<file path="config.mk">
export PLATFORM = sky130hd
export DESIGN_NAME = utf8_stream_decoder_counter
export DESIGN_NICKNAME = d
export VERILOG_FILES = /design/src/rtl/utf8d_pkg.sv /design/src/rtl/utf8d_step.sv /design/src/rtl/utf8_stream_decoder_counter.sv
export SDC_FILE = /design/constraint.sdc
export NUM_CORES = 1
export LEC_CHECK = 0
export ABC_AREA = 1
export BUFFER_PORTS_ARGS = -buffer_cell sky130_fd_sc_hd__buf_2
export CORE_ASPECT_RATIO = 0.8
export CORE_MARGIN = 4
export CORE_UTILIZATION = 30
export DETAILED_ROUTE_END_ITERATION = 12
export SKIP_LAST_GASP = 1
export SLEW_MARGIN = 40
export SYNTH_ARGS = -nofsm -noshare
export SYNTH_HDL_FRONTEND = slang
export SYNTH_HIERARCHICAL = 1
export SYNTH_SLANG_ARGS = --single-unit
</file>
<file path="constraint.sdc">
create_clock -name clk -period 6.8 [get_ports clk]
set_clock_uncertainty 0.15 [all_clocks]
set_input_delay 0.34 -clock clk [delete_from_list [all_inputs] [get_ports clk]]
set_output_delay 0.34 -clock clk [all_outputs]
set_load 0.1 [all_outputs]
</file>
<file path="src/rtl/utf8d_pkg.sv">
// Package for the UTF-8 stream decoder: lead rule and status codes, byte masks,
// and the decode state and result types. No dependencies.
package utf8d_pkg;

  typedef enum logic [1:0] {
    RULE_STRICT = 2'd0,
    RULE_RANGE  = 2'd1,
    RULE_MASK   = 2'd2
  } lead_rule_t;

  typedef enum logic [1:0] {
    ST_OK        = 2'd0,
    ST_BAD_LEAD  = 2'd1,
    ST_TRUNCATED = 2'd2
  } status_t;

  localparam int unsigned CP_WIDTH    = 21;
  localparam int unsigned LEN_WIDTH   = 3;
  localparam int unsigned CHARS_WIDTH = 32;

  localparam logic [7:0] MASK_LEN2 = 8'h1F;
  localparam logic [7:0] MASK_LEN3 = 8'h0F;
  localparam logic [7:0] MASK_LEN4 = 8'h07;

  // Decoding state carried from byte to byte.
  typedef struct packed {
    logic [1:0]           bytes_left;
    logic [LEN_WIDTH-1:0] cur_length;
    logic [CP_WIDTH-1:0]  accumulator;
  } dec_state_t;

  // What one byte causes, before the counter is applied.
  typedef struct packed {
    logic                 emit;
    logic                 count_inc;
    logic                 done;
    logic [CP_WIDTH-1:0]  code_point;
    logic [LEN_WIDTH-1:0] seq_length;
    status_t              status;
  } step_res_t;

  // One result item as presented on the output.
  typedef struct packed {
    logic [CP_WIDTH-1:0]    code_point;
    logic [LEN_WIDTH-1:0]   seq_length;
    status_t                status;
    logic [CHARS_WIDTH-1:0] char_count;
    logic                   text_done;
  } result_t;

endpackage

</file>
<file path="src/rtl/utf8d_step.sv">
// One-byte UTF-8 decode step: lead byte classification and payload shift-in.
// Pure combinational; depends on utf8d_pkg.
module utf8d_step import utf8d_pkg::*; (
  input  logic       [7:0] data_byte,
  input  logic             end_of_text,
  input  lead_rule_t       lead_rule,
  input  dec_state_t       state_cur,
  output dec_state_t       state_nxt,
  output step_res_t        res
);

  logic [LEN_WIDTH-1:0] lead_len;
  logic [CP_WIDTH-1:0]  acc_shift;
  logic [1:0]           left_dec;

  // Sequence length of a lead byte; zero marks an invalid lead.
  always_comb begin
    lead_len = '0;
    if (data_byte <= 8'h7F) begin
      lead_len = 3'd1;
    end else begin
      case (lead_rule)
        RULE_RANGE: begin
          if (data_byte inside {[8'hC0:8'hDF]}) lead_len = 3'd2;
          else if (data_byte inside {[8'hE0:8'hEF]}) lead_len = 3'd3;
          else if (data_byte inside {[8'hF0:8'hFF]}) lead_len = 3'd4;
        end
        RULE_MASK: begin
          if (data_byte inside {[8'hC0:8'hDF]}) lead_len = 3'd2;
          else if (data_byte inside {[8'hE0:8'hEF]}) lead_len = 3'd3;
          else if (data_byte inside {[8'hF0:8'hF7]}) lead_len = 3'd4;
        end
        default: begin
          if (data_byte inside {[8'hC2:8'hDF]}) lead_len = 3'd2;
          else if (data_byte inside {[8'hE0:8'hEF]}) lead_len = 3'd3;
          else if (data_byte inside {[8'hF0:8'hF4]}) lead_len = 3'd4;
        end
      endcase
    end
  end

  assign acc_shift = {state_cur.accumulator[CP_WIDTH-7:0], data_byte[5:0]};
  assign left_dec  = state_cur.bytes_left - 2'd1;

  always_comb begin
    state_nxt      = state_cur;
    res.emit       = 1'b0;
    res.count_inc  = 1'b0;
    res.done       = end_of_text;
    res.code_point = '0;
    res.seq_length = '0;
    res.status     = ST_OK;
    if (state_cur.bytes_left == 2'd0) begin
      case (lead_len)
        3'd0: begin
          res.emit   = 1'b1;
          res.status = ST_BAD_LEAD;
        end
        3'd1: begin
          res.emit       = 1'b1;
          res.count_inc  = 1'b1;
          res.code_point = CP_WIDTH'(data_byte);
          res.seq_length = 3'd1;
        end
        default: begin
          case (lead_len)
            3'd2:    state_nxt.accumulator = CP_WIDTH'(data_byte & MASK_LEN2);
            3'd3:    state_nxt.accumulator = CP_WIDTH'(data_byte & MASK_LEN3);
            default: state_nxt.accumulator = CP_WIDTH'(data_byte & MASK_LEN4);
          endcase
          state_nxt.cur_length = lead_len;
          state_nxt.bytes_left = 2'(lead_len - 3'd1);
          if (end_of_text) begin
            res.emit   = 1'b1;
            res.status = ST_TRUNCATED;
          end
        end
      endcase
    end else if (left_dec == 2'd0) begin
      // Last continuation byte: the character is complete.
      res.emit       = 1'b1;
      res.count_inc  = 1'b1;
      res.code_point = acc_shift;
      res.seq_length = state_cur.cur_length;
      state_nxt      = '0;
    end else begin
      state_nxt.accumulator = acc_shift;
      state_nxt.bytes_left  = left_dec;
      if (end_of_text) begin
        res.emit   = 1'b1;
        res.status = ST_TRUNCATED;
      end
    end
  end

endmodule

</file>
<file path="src/rtl/utf8_stream_decoder_counter.sv">
// Top level of the UTF-8 stream decoder with character counter.
// Depends on utf8d_pkg and utf8d_step.
//
//   channel   direction  handshake            payload
//   in_       request    in_valid / in_stall  in_data_byte[7:0], in_end_of_text
//   out_      result     out_valid/out_stall  out_code_point[20:0], out_seq_length[2:0],
//                                             out_status[1:0], out_char_count[31:0],
//                                             out_text_done
//   cfg_      write      cfg_valid/cfg_ready  cfg_lead_rule[1:0]
//
// One request is taken per clock while in_stall is low. The decode and the
// counter update run in the accept cycle; the result is registered for out_.
// A two-entry output buffer (result register plus skid) holds results while
// out_stall is high; in_stall rises only when the skid entry is occupied.
// Reset (rst_n low at a clock edge) clears the decoding state, the counter,
// the lead rule (strict) and both buffer entries. No clearing pass is needed.
module utf8_stream_decoder_counter import utf8d_pkg::*; #(
  parameter int unsigned COUNT_WIDTH = 32
) (
  input  logic                   clk,
  input  logic                   rst_n,
  // request channel
  input  logic                   in_valid,
  output logic                   in_stall,
  input  logic [7:0]             in_data_byte,
  input  logic                   in_end_of_text,
  // result channel
  output logic                   out_valid,
  input  logic                   out_stall,
  output logic [CP_WIDTH-1:0]    out_code_point,
  output logic [LEN_WIDTH-1:0]   out_seq_length,
  output logic [1:0]             out_status,
  output logic [CHARS_WIDTH-1:0] out_char_count,
  output logic                   out_text_done,
  // configuration write
  input  logic                   cfg_valid,
  output logic                   cfg_ready,
  input  logic [1:0]             cfg_lead_rule
);

  localparam logic [COUNT_WIDTH-1:0] COUNT_MAX = '1;

  lead_rule_t             lead_rule_r;
  dec_state_t             state_r, state_nxt, step_state;
  step_res_t              step_res;
  logic [COUNT_WIDTH-1:0] count_r, count_nxt, count_upd;
  result_t                res_new;
  result_t                out_r, out_nxt, skid_r, skid_nxt;
  logic                   out_valid_r, out_valid_nxt, skid_valid_r, skid_valid_nxt;
  logic                   in_acc, out_take, load;

  // Configuration register; the port never back-pressures.
  assign cfg_ready = 1'b1;

  always_ff @(posedge clk) begin
    if (!rst_n) begin
      lead_rule_r <= RULE_STRICT;
    end else if (cfg_valid && cfg_ready) begin
      lead_rule_r <= lead_rule_t'(cfg_lead_rule);
    end
  end

  // Decode the accepted byte against the current state.
  utf8d_step u_step (
    .data_byte   (in_data_byte),
    .end_of_text (in_end_of_text),
    .lead_rule   (lead_rule_r),
    .state_cur   (state_r),
    .state_nxt   (step_state),
    .res         (step_res)
  );

  assign in_stall = skid_valid_r;
  assign in_acc   = in_valid && !in_stall;
  assign out_take = out_valid_r && !out_stall;
  assign load     = in_acc && step_res.emit;

  // Advance the counter, saturating at all ones.
  assign count_upd = (step_res.count_inc && (count_r != COUNT_MAX)) ? count_r + 1'b1
                                                                    : count_r;

  // End of text drops all decoding state and the count after the result.
  always_comb begin
    state_nxt = state_r;
    count_nxt = count_r;
    if (in_acc) begin
      if (step_res.done) begin
        state_nxt = '0;
        count_nxt = '0;
      end else begin
        state_nxt = step_state;
        count_nxt = count_upd;
      end
    end
  end

  // The result carries the low bits of the counter.
  always_comb begin
    res_new.code_point = step_res.code_point;
    res_new.seq_length = step_res.seq_length;
    res_new.status     = step_res.status;
    res_new.char_count = CHARS_WIDTH'(count_upd);
    res_new.text_done  = step_res.done;
  end

  // Output buffer: the skid entry drains into the result register first.
  always_comb begin
    out_nxt        = out_r;
    out_valid_nxt  = out_valid_r;
    skid_nxt       = skid_r;
    skid_valid_nxt = skid_valid_r;
    if (!out_valid_r || out_take) begin
      if (skid_valid_r) begin
        out_nxt        = skid_r;
        out_valid_nxt  = 1'b1;
        skid_valid_nxt = 1'b0;
      end else begin
        out_nxt       = res_new;
        out_valid_nxt = load;
      end
    end else if (load) begin
      skid_nxt       = res_new;
      skid_valid_nxt = 1'b1;
    end
  end

  always_ff @(posedge clk) begin
    if (!rst_n) begin
      state_r      <= '0;
      count_r      <= '0;
      out_valid_r  <= 1'b0;
      skid_valid_r <= 1'b0;
    end else begin
      state_r      <= state_nxt;
      count_r      <= count_nxt;
      out_valid_r  <= out_valid_nxt;
      skid_valid_r <= skid_valid_nxt;
    end
  end

  // Payload holds without reset.
  always_ff @(posedge clk) begin
    out_r  <= out_nxt;
    skid_r <= skid_nxt;
  end

  assign out_valid      = out_valid_r;
  assign out_code_point = out_r.code_point;
  assign out_seq_length = out_r.seq_length;
  assign out_status     = out_r.status;
  assign out_char_count = out_r.char_count;
  assign out_text_done  = out_r.text_done;

`ifndef SYNTHESIS
  // The skid entry is only ever filled behind a held result.
  a_skid_behind_out: assert property (@(posedge clk) disable iff (!rst_n)
    skid_valid_r |-> out_valid_r)
    else $error("skid entry valid while result register empty");

  // An end-of-text request leaves the decoder and counter cleared.
  a_clear_after_end: assert property (@(posedge clk) disable iff (!rst_n)
    (in_acc && in_end_of_text) |=> (state_r == '0 && count_r == '0))
    else $error("state not cleared after end of text");

  // Error results carry no code point and no length.
  a_error_zero: assert property (@(posedge clk) disable iff (!rst_n)
    (out_valid_r && out_r.status != ST_OK) |->
      (out_r.code_point == '0 && out_r.seq_length == '0))
    else $error("error result with nonzero payload");

  // A good result always has a length of one to four bytes.
  a_ok_len: assert property (@(posedge clk) disable iff (!rst_n)
    (out_valid_r && out_r.status == ST_OK) |->
      (out_r.seq_length != '0 && out_r.seq_length <= 3'd4))
    else $error("ok result with bad length");
`endif

endmodule
</file>
# After elaboration in Yosys (flattened, before gate mapping)
# Index checks and enable logic that the tools add are counted.
classes:
  reduce_logical: 23
  bitwise_logic: 2
  order_cmp: 10
  addsub: 3
  n_eq_ne: 7
  muxes: 34
op_table:
  columns: ["operator", "count"]
  rows:
  - ["$mux W26", 4]
  - ["$mux W32", 2]
  - ["$mux W59", 1]
  - ["$le A8 B8 Y1 const B", 5]
  - ["$mux W3", 11]
  - ["$add A32 B1 Y32 const B", 1]
  - ["$ge A8 B8 Y1 const B", 4]
  - ["$ne A32 B32 Y1 const B", 1]
  - ["$mux W24", 1]
  - ["$mux W21", 1]
  - ["$mux W11", 1]
  - ["$logic_and A1 B1 Y1", 10]
  - ["$pmux W5 S2", 1]
  - ["$le A8 B7 Y1 const B", 1]
  - ["$mux W2", 4]
  - ["$eq A3 B2 Y1 const B", 2]
  - ["$mux W1", 6]
  - ["$pmux W3 S2", 1]
  - ["$logic_not A2 Y1", 2]
  - ["$pmux W2 S2", 1]
  - ["$reduce_and A2 Y1", 2]
  - ["$reduce_or A2 Y1", 2]
  - ["$sub A2 B1 Y2 const B", 2]
  - ["$eq A3 B1 Y1 const B", 1]
  - ["9 further kinds", 12]
word_totals:
  elab_cells: 96
  reg_bits: 174
  input_bits: 16
  output_inout_bits: 62

# Depth between registers and ports, before layout
depth:
  word_depth: 14
  depth_mapped: 15
  depth_no_buf: 14

# By module
# Netlist, hierarchy kept.
by_module_without_submodules:
  columns: ["module", "seq_area_each_um2", "cells_each", "instances", "area_each_um2"]
  rows:
  - ["utf8_stream_decoder_counter", 4784.6, 868, 1, 7783.7]
  - ["utf8d_step", 0.0, 177, 1, 964.7]

# Worst setup path before layout
# No wires, ideal clock.
synth_path:
  path_kind: "register -> register"
  startpoint: "register out_valid_r (netlist: out_valid)"
  endpoint: "register skid_r[0] (netlist name), enable pin"
  n_path_buf: 0
  path_stages_with_launch: 3
  synth_period_minus_slack_ns: 7.759
  arrival_time_ns: 7.048
  setup_slack_ns: -0.959
  setup_time_ns: 0.561
  t_required_ns: 6.089
  path_cell_list: "dfxtp_1 -> nand2_1 -> nor3b_1"
synth_via:
  elab_chain_cells: 4
  word_cells_on_any_way: 5
  classes_between: "bitwise: 1; reduce/logical: 4"
synth_lines:
  columns: ["element", "line_no", "text"]
  rows:
  - ["from (decl)", "utf8_stream_decoder_counter.sv:49", "logic out_valid_r, out_valid_nxt, skid_valid_r, skid_valid_nxt;"]
  - ["from (signal assigned)", "utf8_stream_decoder_counter.sv:136", "out_valid_r <= out_valid_nxt;"]
  - ["$logic_not A1 Y1 / $logic_and A1 B1 Y1 (equally long branches)", "utf8_stream_decoder_counter.sv:112, utf8_stream_decoder_counter.sv:75", null]
  - ["$logic_or A1 B1 Y1 *", "utf8_stream_decoder_counter.sv:112", "if (!out_valid_r || out_take) begin"]
  - ["$not A1 Y1 (no line) *", null, null]
  - ["$reduce_and A2 Y1 (no line) *", null, null]
  - ["to (signal assigned)", "utf8_stream_decoder_counter.sv:144", "skid_r <= skid_nxt;"]
  - ["to (decl)", "utf8_stream_decoder_counter.sv:48", "result_t out_r, out_nxt, skid_r, skid_nxt;"]
# Mark *: on every way between the ends. The rest lies on a longest branch, timed or not.
# A chain may end at the register's enable or synchronous reset.

==> impl_metrics.tcl <==
set metrics [dict create \
    outcome "finished, final reports clean" \
    syn_area_per_cell_sq_um 8.39 \
    drc 0 \
    ys_warn_count 6 \
    num_io_pins 78 \
    clk_latency_ns 0.44 \
    wirelength_mm 21.2 \
    peakVddDrop_mv 0.161 \
    period_needed_ns 3.72 \
    syn2layout_area_growth_pct 14.9 \
    placed_area_sq_um 9140 \
    core_sq_um 27500 \
    post_route_cells_drive_above_1_share_pct 15.0 \
    syn_area_sq_um 8460 \
    critPathArrivalTime_ns 3.64 \
    p_clk_share_pct 38.5 \
    path_clk_slew_ns 0.07 \
    vias 6749 \
    p_seq_share_pct 47.5 \
    hold_path.class "primary input to register" \
    slew_headroom_pct 47.5 \
    crit_path_end_kind "register" \
    cap_violations 0 \
    hpwl_mm 14.1 \
    crit_chain "inv_1 > ha_1 > nor3_1 > nor2_1 > nor2_1 > ha_1 > nand2_8 > nand3_2 > nand2_1 > nand2_1 > nor3b_4 > buf_4" \
    cts_tree "done" \
    dp_worst_setup_slack_ns 2.73 \
    multi_input_area_sq_um 3290 \
    crit_fanout 44 \
    nFillCells 2820 \
    power_switching_w 0.000753 \
    comb_power_share_pct 14.1 \
    postLayoutCellArea_sq_um 9730 \
    cts_buffers 17 \
    drt_iter0_markers 576 \
    p_int_w 0.00172 \
    powerDensity_nw_per_um2 255 \
    cts_hold_buf 1 \
    num-nets-final 1092 \
    cts_resized 0 \
    grt_start_max_net_pins 69 \
    p_leak_nw 3.88 \
    cpMaxStageDelayCell "buf_4" \
    cts_setup_buffers 0 \
    p_sw_share_pct 30.4 \
    syn_inst 1009 \
    critPathKind "register to register" \
    n_antenna_cell 0 \
    worst_pin_slew_ns 0.785 \
    startpoint_type "register" \
    clkSinkCount 174 \
    slowest_delay_ns 0.60 \
    start_util_pct 30.8 \
    antenna_found_initial 0 \
    ant_nets 0 \
    grt_pass1_vias 6251 \
    wl_per_cell_um 14.6 \
    rows 54 \
    root_buffer "clkbuf_16" \
    track_usage_pct 13.8 \
    whs_ns 0.0144 \
    max_freq_ghz 0.268 \
    port_buffers 76 \
    cp.required_ns 6.72 \
    vias_per_cell 4.67 \
    period_share_pct 54.8 \
    dieArea_sq_um 31000 \
    die_x_um 196 \
    place_congestion 0.901 \
    htree_levels 4 \
    worst_slack_ns 3.08 \
    synth_nets 1032 \
    slew_violations 0 \
    dr.pass1.iters 5 \
    grt_overflow 0 \
    regArea_sq_um 4670 \
    hold_violations 0 \
    setup_violations 0 \
    cts_buffer_depth 2 \
    grt_first_pass_wirelength_mm 34.0 \
    fin_setup_tns_ns 0 \
    die_h_um 158 \
    rsz0062_at_grt "no" \
]
==> per-stage QoR <==
step	cells	total power (W)	util, %
finish	1446	0.00248	35.4
global route	1446	0.00257	35.4
CTS	1445	0.00250	35.3
detailed placement	1412	0.00155	33.2
global placement	1412	0.00155	33.2
floorplan	1009	0.00149	-
==> cell usage in the layout (no fill, tap or decap), types with 16 or more instances in the layout <==
| master | count |
|---|---|
| and2_1 | 16 |
| nor2_1 | 98 |
| edfxtp_1 | 118 |
| clkbuf_16 | 17 |
| inv_1 | 76 |
| a21oi_1 | 56 |
| nand3_1 | 55 |
| buf_2 | 76 |
| dfxtp_1 | 55 |
| nand2_1 | 382 |
==> worst max-delay path: cells and delay by family (launching register included) <==
family	cells	cell delay, ns
AND/OR/NAND/NOR	8	1.52
adder cells (fa/ha/maj)	2	0.63
buffers and inverters	2	0.66
flip-flops	1	0.36
==> per-layer routing <==
metal	vias up	share of wire [%]	global-route usage, %
li1	3390	-	-
met1	3167	52	21.5
met2	181	41	19.2
met3	11	6.2	3.02
met4	0	0.86	3.46
met5	-	0	0
==> registers in the layout, indices dropped and copies added (netlist names) <==
signal and cells:
skid_r 59, count_r 32, out_char_count 32, out_code_point 21
state_r 20, out_seq_length 3, lead_rule_r 2, out_status 2
in_stall 1, out_text_done 1, out_valid 1
==> worst paths after layout <==
path	startpoint	to	slack (ns)	cells after the start
worst min-delay path	in_end_of_text	skid_r[0]	0.01	1
worst max register to register	lead_rule_r[0]	skid_r[11]	3.08	12
worst max-delay path	lead_rule_r[0]	skid_r[11]	3.08	12
worst min register to register	state_r[6]	state_r[6]	0.32	2
==> power by group through the flow <==
| stage | Sequential [W] | Clock (W) | Combinational (W) |
|---|---|---|---|
| detailed placement | 0.00120 | 0 | 0.000349 |
| global route | 0.00118 | 0.00102 | 0.000367 |
| finish | 0.00118 | 0.000952 | 0.000349 |
| global placement | 0.00120 | 0 | 0.000348 |
| floorplan | 0.00139 | 0 | 0.0000939 |
| CTS | 0.00118 | 0.000971 | 0.000350 |
==> final cells by class <==
class / count / area share, %
Clock buffer: 19 / 4.45
Clock inverter: 13 / 1.32
Inverter: 78 / 3.01
Multi-Input combinational cell: 712 / 33.8
Sequential cell: 174 / 48.0
Tap cell: 364 / 4.68
Timing Repair Buffer: 86 / 4.75
No activity file was read; power rests on OpenSTA's default activity.
